File: src/hw/rtl/eops_pkg.sv
`timescale 1ns / 1ps
// ---------------------------------------------------------------------------
// eops_pkg
// Shared types, codes and the fixed frame script of the encoder OTP
// programming sequencer.
// ---------------------------------------------------------------------------
package eops_pkg;

  // Number of frames in the script and the poll restart point
  localparam int unsigned NumFrames = 44;
  localparam logic [5:0]  POLL_STEP = 6'd22;
  localparam logic [5:0]  LAST_STEP = 6'(NumFrames - 1);

  // Configuration register indexes
  localparam logic [2:0] REG_DIRECTION   = 3'd0;
  localparam logic [2:0] REG_OUTPUT_MODE = 3'd1;
  localparam logic [2:0] REG_DAEC_ENABLE = 3'd2;
  localparam logic [2:0] REG_ABI_RES     = 3'd3;
  localparam logic [2:0] REG_POLE_PAIRS  = 3'd4;
  localparam logic [2:0] REG_HYSTERESIS  = 3'd5;

  // Error kinds kept across a group
  localparam logic [1:0] ERR_NONE   = 2'd0;
  localparam logic [1:0] ERR_WRITE  = 2'd1;
  localparam logic [1:0] ERR_READ   = 2'd2;
  localparam logic [1:0] ERR_VERIFY = 2'd3;

  // Status codes on the result channel
  localparam logic [2:0] STAT_RUNNING = 3'd0;
  localparam logic [2:0] STAT_SUCCESS = 3'd1;

  // Output mode codes
  localparam logic [1:0] OMODE_UVW_ABI = 2'd0;
  localparam logic [1:0] OMODE_UVW_PWM = 2'd1;

  // Frame argument: 0..3 select a settings/zero-position word, else literal
  localparam logic [2:0] ARG_LIT = 3'd4;

  // Poll done value
  localparam logic [13:0] PROG_DONE = 14'h0001;

  typedef enum logic [2:0] {
    FR_CMD    = 3'd0,
    FR_WDATA  = 3'd1,
    FR_RANGLE = 3'd2,
    FR_RVER   = 3'd3,
    FR_RPOLL  = 3'd4
  } frame_kind_t;

  typedef struct packed {
    logic [15:0] word;
    frame_kind_t kind;
    logic [2:0]  arg;
    logic        last;
  } frame_t;

  typedef struct packed {
    logic       direction;
    logic [1:0] output_mode;
    logic       daec_enable;
    logic [3:0] abi_res_code;
    logic [2:0] uvw_pole_pairs;
    logic [1:0] hysteresis;
  } cfg_t;

  typedef struct packed {
    logic [15:0] tx_word;
    logic [2:0]  status;
    logic        finished;
  } result_t;

  function automatic frame_t mk(logic [15:0] word, frame_kind_t kind, logic [2:0] arg,
                                logic last);
    frame_t f;
    f.word = word;
    f.kind = kind;
    f.arg  = arg;
    f.last = last;
    return f;
  endfunction

  // Fixed frame script; out-of-range steps fall back to the first frame
  function automatic frame_t seq_frame(logic [5:0] idx);
    frame_t f;
    case (idx)
      6'd0:  f = mk(16'h0018, FR_CMD,    3'd0,    1'b0);
      6'd1:  f = mk(16'h0000, FR_WDATA,  3'd0,    1'b0);
      6'd2:  f = mk(16'h0019, FR_CMD,    3'd0,    1'b0);
      6'd3:  f = mk(16'h0000, FR_WDATA,  3'd1,    1'b1);
      6'd4:  f = mk(16'h7FFF, FR_CMD,    3'd0,    1'b0);
      6'd5:  f = mk(16'h0000, FR_RANGLE, 3'd0,    1'b1);
      6'd6:  f = mk(16'h0016, FR_CMD,    3'd0,    1'b0);
      6'd7:  f = mk(16'h0000, FR_WDATA,  3'd2,    1'b0);
      6'd8:  f = mk(16'h0017, FR_CMD,    3'd0,    1'b0);
      6'd9:  f = mk(16'h0000, FR_WDATA,  3'd3,    1'b1);
      6'd10: f = mk(16'h4018, FR_CMD,    3'd0,    1'b0);
      6'd11: f = mk(16'h0000, FR_RVER,   3'd0,    1'b0);
      6'd12: f = mk(16'h4019, FR_CMD,    3'd0,    1'b0);
      6'd13: f = mk(16'h0000, FR_RVER,   3'd1,    1'b0);
      6'd14: f = mk(16'h4016, FR_CMD,    3'd0,    1'b0);
      6'd15: f = mk(16'h0000, FR_RVER,   3'd2,    1'b0);
      6'd16: f = mk(16'h4017, FR_CMD,    3'd0,    1'b0);
      6'd17: f = mk(16'h0000, FR_RVER,   3'd3,    1'b1);
      6'd18: f = mk(16'h0003, FR_CMD,    3'd0,    1'b0);
      6'd19: f = mk(16'h0001, FR_WDATA,  ARG_LIT, 1'b0);
      6'd20: f = mk(16'h0003, FR_CMD,    3'd0,    1'b0);
      6'd21: f = mk(16'h0008, FR_WDATA,  ARG_LIT, 1'b1);
      6'd22: f = mk(16'h4003, FR_CMD,    3'd0,    1'b0);
      6'd23: f = mk(16'h0000, FR_RPOLL,  3'd0,    1'b1);
      6'd24: f = mk(16'h0018, FR_CMD,    3'd0,    1'b0);
      6'd25: f = mk(16'h0000, FR_WDATA,  ARG_LIT, 1'b0);
      6'd26: f = mk(16'h0019, FR_CMD,    3'd0,    1'b0);
      6'd27: f = mk(16'h0000, FR_WDATA,  ARG_LIT, 1'b0);
      6'd28: f = mk(16'h0016, FR_CMD,    3'd0,    1'b0);
      6'd29: f = mk(16'h0000, FR_WDATA,  ARG_LIT, 1'b0);
      6'd30: f = mk(16'h0017, FR_CMD,    3'd0,    1'b0);
      6'd31: f = mk(16'h0000, FR_WDATA,  ARG_LIT, 1'b1);
      6'd32: f = mk(16'h0003, FR_CMD,    3'd0,    1'b0);
      6'd33: f = mk(16'h0040, FR_WDATA,  ARG_LIT, 1'b0);
      6'd34: f = mk(16'h0003, FR_CMD,    3'd0,    1'b0);
      6'd35: f = mk(16'h0004, FR_WDATA,  ARG_LIT, 1'b1);
      6'd36: f = mk(16'h4018, FR_CMD,    3'd0,    1'b0);
      6'd37: f = mk(16'h0000, FR_RVER,   3'd0,    1'b0);
      6'd38: f = mk(16'h4019, FR_CMD,    3'd0,    1'b0);
      6'd39: f = mk(16'h0000, FR_RVER,   3'd1,    1'b0);
      6'd40: f = mk(16'h4016, FR_CMD,    3'd0,    1'b0);
      6'd41: f = mk(16'h0000, FR_RVER,   3'd2,    1'b0);
      6'd42: f = mk(16'h4017, FR_CMD,    3'd0,    1'b0);
      6'd43: f = mk(16'h0000, FR_RVER,   3'd3,    1'b1);
      default: f = mk(16'h0018, FR_CMD,  3'd0,    1'b0);
    endcase
    return f;
  endfunction

  // Even parity over bits 0..14 into bit 15
  function automatic logic [15:0] with_parity(logic [15:0] w);
    return {^w[14:0], w[14:0]};
  endfunction

  // SETTINGS1: bit0 fixed 1, bits 1 and 6 fixed 0
  function automatic logic [7:0] settings1(cfg_t c);
    logic [7:0] s;
    s    = 8'h01;
    s[2] = c.direction;
    s[3] = (c.output_mode == OMODE_UVW_PWM);
    s[4] = ~c.daec_enable;
    s[5] = c.abi_res_code[3];
    s[7] = (c.output_mode != OMODE_UVW_ABI);
    return s;
  endfunction

  // SETTINGS2: pole pairs, hysteresis, low resolution bits
  function automatic logic [7:0] settings2(cfg_t c);
    return {c.abi_res_code[2:0], c.hysteresis, c.uvw_pole_pairs};
  endfunction

endpackage

File: src/hw/rtl/encoder_otp_program_sequencer.sv
`timescale 1ns / 1ps
// ---------------------------------------------------------------------------
// encoder_otp_program_sequencer
// Master-side sequencer for programming the OTP settings of a magnetic angle
// encoder over 16-bit SPI frames.
//
// Usage:
//  - cfg_*: register writes (index, data); cfg_ready is always high. Write
//    only while no transaction is in flight.
//  - in_*: a transaction with in_mode 0 starts the sequence and yields the
//    first frame; in_mode 1 carries the answer to the last frame sent
//    (in_rx_word) and yields the next frame on out_tx_word.
//  - out_*: one result per input transaction; out_finished marks the last
//    one, with out_status giving success or the failing group's error.
//  - Path: out_valid rises once the accepted transaction has passed the
//    input register and then the result register.
//  - Throughput: one transaction per cycle while out_stall is low; the step
//    logic between the input register and the result register is combinational.
//  - Stall: while out_stall holds a result, the input register fills and
//    in_stall rises; nothing is dropped.
//  - Reset: clears both pipeline stages, the step index, error and busy
//    state, and loads the register defaults (compensation enabled).
// ---------------------------------------------------------------------------
module encoder_otp_program_sequencer
  import eops_pkg::*;
(
  input  logic        clk,
  input  logic        rst_n,
  // configuration
  input  logic        cfg_valid,
  output logic        cfg_ready,
  input  logic [2:0]  cfg_index,
  input  logic [7:0]  cfg_wdata,
  // input channel
  input  logic        in_valid,
  output logic        in_stall,
  input  logic        in_mode,
  input  logic [15:0] in_rx_word,
  // result channel
  output logic        out_valid,
  input  logic        out_stall,
  output logic [15:0] out_tx_word,
  output logic [2:0]  out_status,
  output logic        out_finished
);

  cfg_t        cfg_r;
  logic        s1_valid_r;
  logic        s1_mode_r;
  logic [15:0] s1_rx_r;
  logic        out_valid_r;
  result_t     out_r;
  result_t     step_res;
  logic        out_free;
  logic        fire;
  logic        in_take;

  assign cfg_ready = 1'b1;

  // Configuration registers
  always_ff @(posedge clk) begin
    if (!rst_n) begin
      cfg_r.direction      <= 1'b0;
      cfg_r.output_mode    <= 2'd0;
      cfg_r.daec_enable    <= 1'b1;
      cfg_r.abi_res_code   <= 4'd0;
      cfg_r.uvw_pole_pairs <= 3'd0;
      cfg_r.hysteresis     <= 2'd0;
    end else if (cfg_valid && cfg_ready) begin
      case (cfg_index)
        REG_DIRECTION:   cfg_r.direction      <= cfg_wdata[0];
        REG_OUTPUT_MODE: cfg_r.output_mode    <= cfg_wdata[1:0];
        REG_DAEC_ENABLE: cfg_r.daec_enable    <= cfg_wdata[0];
        REG_ABI_RES:     cfg_r.abi_res_code   <= cfg_wdata[3:0];
        REG_POLE_PAIRS:  cfg_r.uvw_pole_pairs <= cfg_wdata[2:0];
        REG_HYSTERESIS:  cfg_r.hysteresis     <= cfg_wdata[1:0];
        default: ;
      endcase
    end
  end

  // Handshake
  assign out_free = !out_valid_r || !out_stall;
  assign fire     = s1_valid_r && out_free;
  assign in_stall = s1_valid_r && !out_free;
  assign in_take  = in_valid && !in_stall;

  // Input register
  always_ff @(posedge clk) begin
    if (!rst_n) begin
      s1_valid_r <= 1'b0;
    end else if (in_take) begin
      s1_valid_r <= 1'b1;
    end else if (fire) begin
      s1_valid_r <= 1'b0;
    end
  end

  always_ff @(posedge clk) begin
    if (in_take) begin
      s1_mode_r <= in_mode;
      s1_rx_r   <= in_rx_word;
    end
  end

  eops_step u_step (
    .clk     (clk),
    .rst_n   (rst_n),
    .fire    (fire),
    .mode    (s1_mode_r),
    .rx_word (s1_rx_r),
    .cfg     (cfg_r),
    .res     (step_res)
  );

  // Result register
  always_ff @(posedge clk) begin
    if (!rst_n) begin
      out_valid_r <= 1'b0;
    end else if (fire) begin
      out_valid_r <= 1'b1;
    end else if (!out_stall) begin
      out_valid_r <= 1'b0;
    end
  end

  always_ff @(posedge clk) begin
    if (fire) begin
      out_r <= step_res;
    end
  end

  assign out_valid    = out_valid_r;
  assign out_tx_word  = out_r.tx_word;
  assign out_status   = out_r.status;
  assign out_finished = out_r.finished;

endmodule

File: src/hw/rtl/eops_step.sv
`timescale 1ns / 1ps
// ---------------------------------------------------------------------------
// eops_step
// Sequencer state and the per-transaction step logic: checks the answer to
// the previous frame, updates the step and error state, forms the next frame.
// ---------------------------------------------------------------------------
module eops_step
  import eops_pkg::*;
(
  input  logic        clk,
  input  logic        rst_n,
  input  logic        fire,
  input  logic        mode,
  input  logic [15:0] rx_word,
  input  cfg_t        cfg,
  output result_t     res
);

  logic [5:0] step_r, step_nxt;
  logic [1:0] ek_r, ek_nxt;
  logic       busy_r, busy_nxt;
  logic [7:0] exp_r   [4];
  logic [7:0] exp_nxt [4];

  frame_t      cur_f, j_f, nxt_f;
  logic        rx_err;
  logic [13:0] rx_data;
  logic [5:0]  j_idx;
  logic [5:0]  nxt_idx;
  logic        poll_again;
  logic        send_frame;
  logic [15:0] nxt_word;

  assign rx_err  = rx_word[14];
  assign rx_data = rx_word[13:0];
  assign cur_f   = seq_frame(step_r);

  // Step logic
  always_comb begin
    step_nxt   = step_r;
    ek_nxt     = ek_r;
    busy_nxt   = busy_r;
    exp_nxt    = exp_r;
    j_idx      = step_r;
    j_f        = cur_f;
    nxt_idx    = step_r;
    poll_again = 1'b0;
    send_frame = 1'b0;
    res        = '0;

    if (!mode) begin
      // start: load settings, restart the script
      exp_nxt[0] = settings1(cfg);
      exp_nxt[1] = settings2(cfg);
      ek_nxt     = ERR_NONE;
      busy_nxt   = 1'b1;
      nxt_idx    = '0;
      step_nxt   = '0;
      send_frame = 1'b1;
    end else if (busy_r) begin
      // check the answer to the frame last sent
      case (cur_f.kind)
        FR_CMD: begin
          if (rx_err) begin
            ek_nxt = cur_f.word[14] ? ERR_READ : ERR_WRITE;
            j_idx  = step_r + 6'd1;
          end
        end
        FR_WDATA: begin
          if (rx_err) ek_nxt = ERR_WRITE;
        end
        FR_RANGLE: begin
          if (rx_err) begin
            ek_nxt = ERR_READ;
          end else begin
            exp_nxt[2] = rx_data[13:6];
            exp_nxt[3] = {2'b11, rx_data[5:0]};
          end
        end
        FR_RVER: begin
          if (rx_err) begin
            ek_nxt = ERR_READ;
          end else if (rx_data[7:0] != exp_r[cur_f.arg[1:0]] && ek_r == ERR_NONE) begin
            ek_nxt = ERR_VERIFY;
          end
        end
        FR_RPOLL: begin
          if (rx_err) ek_nxt = ERR_READ;
          else        poll_again = (rx_data != PROG_DONE);
        end
        default: ;
      endcase
      j_f = seq_frame(j_idx);

      // choose the next frame or end the sequence
      if (cur_f.kind == FR_CMD && !rx_err) begin
        nxt_idx = step_r + 6'd1;
      end else if (poll_again) begin
        nxt_idx = POLL_STEP;
      end else begin
        nxt_idx = j_idx + 6'd1;
      end

      if (!(cur_f.kind == FR_CMD && !rx_err) && !poll_again && j_f.last
          && (ek_nxt != ERR_NONE || j_idx == LAST_STEP)) begin
        res.tx_word  = '0;
        res.status   = (ek_nxt != ERR_NONE) ? ({1'b0, ek_nxt} + 3'd1) : STAT_SUCCESS;
        res.finished = 1'b1;
        busy_nxt     = 1'b0;
        step_nxt     = '0;
      end else begin
        if (nxt_idx > LAST_STEP) nxt_idx = '0;
        step_nxt   = nxt_idx;
        send_frame = 1'b1;
        res.status = STAT_RUNNING;
      end
    end

    // Word for the next frame: stored data word or script literal
    nxt_f    = seq_frame(nxt_idx);
    nxt_word = nxt_f.word;
    if (nxt_f.kind == FR_WDATA && !nxt_f.arg[2]) begin
      nxt_word = {8'h00, exp_nxt[nxt_f.arg[1:0]]};
    end
    if (send_frame) res.tx_word = with_parity(nxt_word);
  end

  // Control state
  always_ff @(posedge clk) begin
    if (!rst_n) begin
      step_r <= '0;
      ek_r   <= ERR_NONE;
      busy_r <= 1'b0;
    end else if (fire) begin
      step_r <= step_nxt;
      ek_r   <= ek_nxt;
      busy_r <= busy_nxt;
    end
  end

  // Expected words, written before first use
  always_ff @(posedge clk) begin
    if (fire) begin
      exp_r <= exp_nxt;
    end
  end

endmodule
File: config.mk
export PLATFORM = sky130hd
export DESIGN_NAME = encoder_otp_program_sequencer
export DESIGN_NICKNAME = d
export VERILOG_FILES = /design/src/hw/rtl/eops_pkg.sv /design/src/hw/rtl/encoder_otp_program_sequencer.sv /design/src/hw/rtl/eops_step.sv
export SDC_FILE = /design/constraint.sdc
export NUM_CORES = 1
export LEC_CHECK = 0
export CAP_MARGIN = 10
export CELL_PAD_IN_SITES_DETAIL_PLACEMENT = 1
export CELL_PAD_IN_SITES_GLOBAL_PLACEMENT = 2
export CORE_MARGIN = 5
export CORE_UTILIZATION = 42
export DETAILED_ROUTE_END_ITERATION = 10
export DONT_BUFFER_PORTS = 1
export PLACE_DENSITY = 0.92
export SYNTH_ARGS = -nofsm -noshare
export SYNTH_HDL_FRONTEND = slang
export SYNTH_HIERARCHICAL = 1
export SYNTH_MEMORY_MAX_BITS = 65536
export SYNTH_SLANG_ARGS = --single-unit
File: constraint.sdc
create_clock -name clk -period 8.15 [get_ports clk]
set_input_delay 1.2225 -clock clk [delete_from_list [all_inputs] [get_ports clk]]
set_output_delay 1.2225 -clock clk [all_outputs]
set_load 0.01 [all_outputs]
==> run summary <==
In this run the remaining antenna-violating nets after routing total 0. The worst-case vdd ir drop came out at 163 uV. For this run, design rule violations remaining after detail routing come to 0.

The instance count after placement with tap cells included came out at 769. The area of the core came out at 0.0150 mm2. Setup repair after global routing left no endpoint under its margin. The worst hold path begins at cfg_r[8]. The run finished with clean final reports. The floorplan step defined a die boundary enclosing 0.0177 mm2. The number of cell instances on the worst register-to-register path came out at 22. The HPWL reported at the end of detailed placement came out at 12400 um. Entering global routing, the biggest net connects 57 pins. The number of nets in the final layout is 632. The initial antenna violation count is 0. The top-level port count came out at 56. The post-route clock period utilization came out at 83.9%.

After clock tree synthesis, the repair step resized 0 gates. The post-route cell area is 0.00665 mm2. The fraction of layout instances using a drive strength above 1 is 15.4%. The post-synthesis net count is 660. In the final routed layout, each cell accounts on average for 21.3 um.

The library cells used most frequently in the layout, excluding fill and tap cells, are edfxtp_1 (68), nand2_1 (59), nor2_1 (45). For the final routed database, the setup TNS stands at 0 ns. The library cell used most frequently in the layout, excluding fill and tap cells, is edfxtp_1.

The number of buffers created by CTS came out at 9. TritonCTS built the clock tree. The area growth from synthesis to layout is 4.28%.

Between clock sinks in the finished design, the worst skew comes to 0.0125 ns. The count of buffers added by post-CTS timing repair for setup came out at 0. The length of the first detailed-routing pass in iterations is 5.

The minimum period implied by the final worst setup slack is 6.84 ns. The number of pins with negative max-slew slack in the final report came out at 0. The number of diodes came out at 0.

The type of element launching the critical path is a flop. At the later pin of the worst-skew pair, clock insertion delay measures 0.35 ns. The global-route wire length before repair came out at 26800 um. The slew at the pin closest to its max-slew limit came out at 0.867 ns.

The max-capacitance violation count came out at 0. The number of hold violations in the final report came out at 0. The reg-to-reg critical path startpoint is u_step/cur_f[1]. The total number of H-tree levels is 3.

The detail-routed via count per cell is 6.18. The leftover overflow at the end of global routing came out at 0. In this run the critical register-to-register path is captured at out_tx_word[15]. The internal reg-to-reg setup slack came out at 1.31 ns. Global routing used 18.6% of the available tracks. The cts-stage hold buffer count is 0. The effective utilization at floorplan came out at 42.4%.

Clock tree synthesis selected as its root buffer the cell clkbuf_16. The detailed router finished its first iteration with 337 violations. The routed design has 16700 um of wire. The number of port buffers came out at 0. The worst hold path terminates at cfg_r[8]. The deepest clock path buffer count came out at 2. The power per cell area came out at 166 mW/mm2. Once placement finished, the instance area stood at 0.00636 mm2. The clock slew seen by the registers of the worst setup and hold paths is 0.07 ns. The worst hold path belongs to the class reg2reg. The Yosys warning count came out at 6. The worst hold path was traced through 2 stages. The chip width came out at 133 um. The number of core rows came out at 45.

The average cell area after synthesis is 10.3 um2. At the worst endpoint, the required time is 8.25 ns. Summing over every cut layer, the via total after detailed routing is 4855. The number of global-route vias before repair is 5003. The placer's final routability congestion estimate came out at 0.896.

Data on the critical path arrives at its endpoint at 6.94 ns. Setup violations remaining at the end of the flow were counted as 0. The height of the die is 133 um. The max-slew headroom at the worst pin is 42.2%. The total of fill cells in the finished design is 1649. The kind of end point of the critical path is a flop. Derived from the worst setup path, the maximum achievable clock frequency is 146 MHz. The synthesized instance count is 620.

The maximum fanout encountered on the critical timing path came out at 10. The worst setup path category is reg2reg. The cell area after synthesis is 0.00638 mm2. The number of standard cells in the layout, taps in and fillers out came out at 785.

The static leakage came out at 2.30 nW. The clock sink count came out at 98. The final worst hold slack is 0.479 ns.
## worst max-delay path by stage
stage                               start          endpoint  cells after the start
after floorplan                 out_stall  u_step/cur_f[21]                      7
after global placement    u_step/cur_f[1]   out_tx_word[15]                     22
after detailed placement  u_step/cur_f[1]   out_tx_word[15]                     22
after CTS                 u_step/cur_f[1]   out_tx_word[15]                     22
after global routing      u_step/cur_f[1]   out_tx_word[15]                     22
final                     u_step/cur_f[1]   out_tx_word[15]                     22
## layer usage
metal | global-route usage (%) | part of all wire, % | routed length (um) | vias to the layer above
met1 | 24.3 | 45 | 7450 | 2454
li1 | - | - | - | 2278
met5 | 0 | 0 | 0 | -
met2 | 32.3 | 51 | 8430 | 98
met3 | 2.53 | 2.8 | 472 | 25
met4 | 5.37 | 2.0 | 331 | 0
## state kept, by name, indices dropped and copies added (netlist names), 2 cells and up
name and count:
out_tx_word 16, u_step/ek_r 2, u_step/step_r 6, cfg_r 13
out_status 3, s1_rx_r 15, u_step/cur_f 6, u_step/exp_r 32
## critical path, cell delays in order (launching register included)
cell,delay (ns)
dfxtp_1,0.69
mux4_2,0.62
xnor2_1,0.18
nand4_1,0.13
nor2_1,0.22
o21ai_0,0.11
a31oi_1,0.17
a21o_1,0.15
ha_1,0.20
o211a_1,0.15
a211o_1,0.11
or2_1,0.29
a21oi_1,0.14
or2_0,0.47
or4_1,0.61
o2111ai_2,0.13
and3_1,0.62
mux2i_1,0.21
mux2_2,0.34
o21a_1,0.21
or3_1,0.40
and3b_1,0.18
mux2_4,0.25
## power by group
part | switching [mW] | internal [mW] | leakage [nW] | total, mW
Combinational | 0.0723 | 0.0483 | 1.29 | 0.121
Clock | 0.188 | 0.224 | 0.133 | 0.412
Sequential | 0.0176 | 0.555 | 0.881 | 0.572
Total | 0.277 | 0.827 | 2.30 | 1.10
## through the flow
stage / utilization, % / total power, mW / setup slack, ns
2_1_floorplan: - / 0.678 / 0.573
3_3_place_gp: 42.3 / 0.696 / 1.50
3_5_place_dp: 42.3 / 0.702 / 1.33
4_1_cts: 44.2 / 1.11 / 1.31
5_1_grt: 44.2 / 1.15 / 0.933
6_report: 44.2 / 1.10 / 1.31
## layout make-up
| cell class | count | area, um2 | share of cell area [%] |
|---|---|---|---|
| timing repair buffer | 6 | 45.0 | 0.677 |
| clock inverter | 6 | 40.0 | 0.602 |
| multi-input combinational | 463 | 3380 | 50.9 |
| inverter | 14 | 52.6 | 0.790 |
| sequential | 98 | 2640 | 39.7 |
| tap | 188 | 235 | 3.54 |
| clock buffer | 10 | 250 | 3.76 |
No activity file was read; power rests on OpenSTA's default activity.
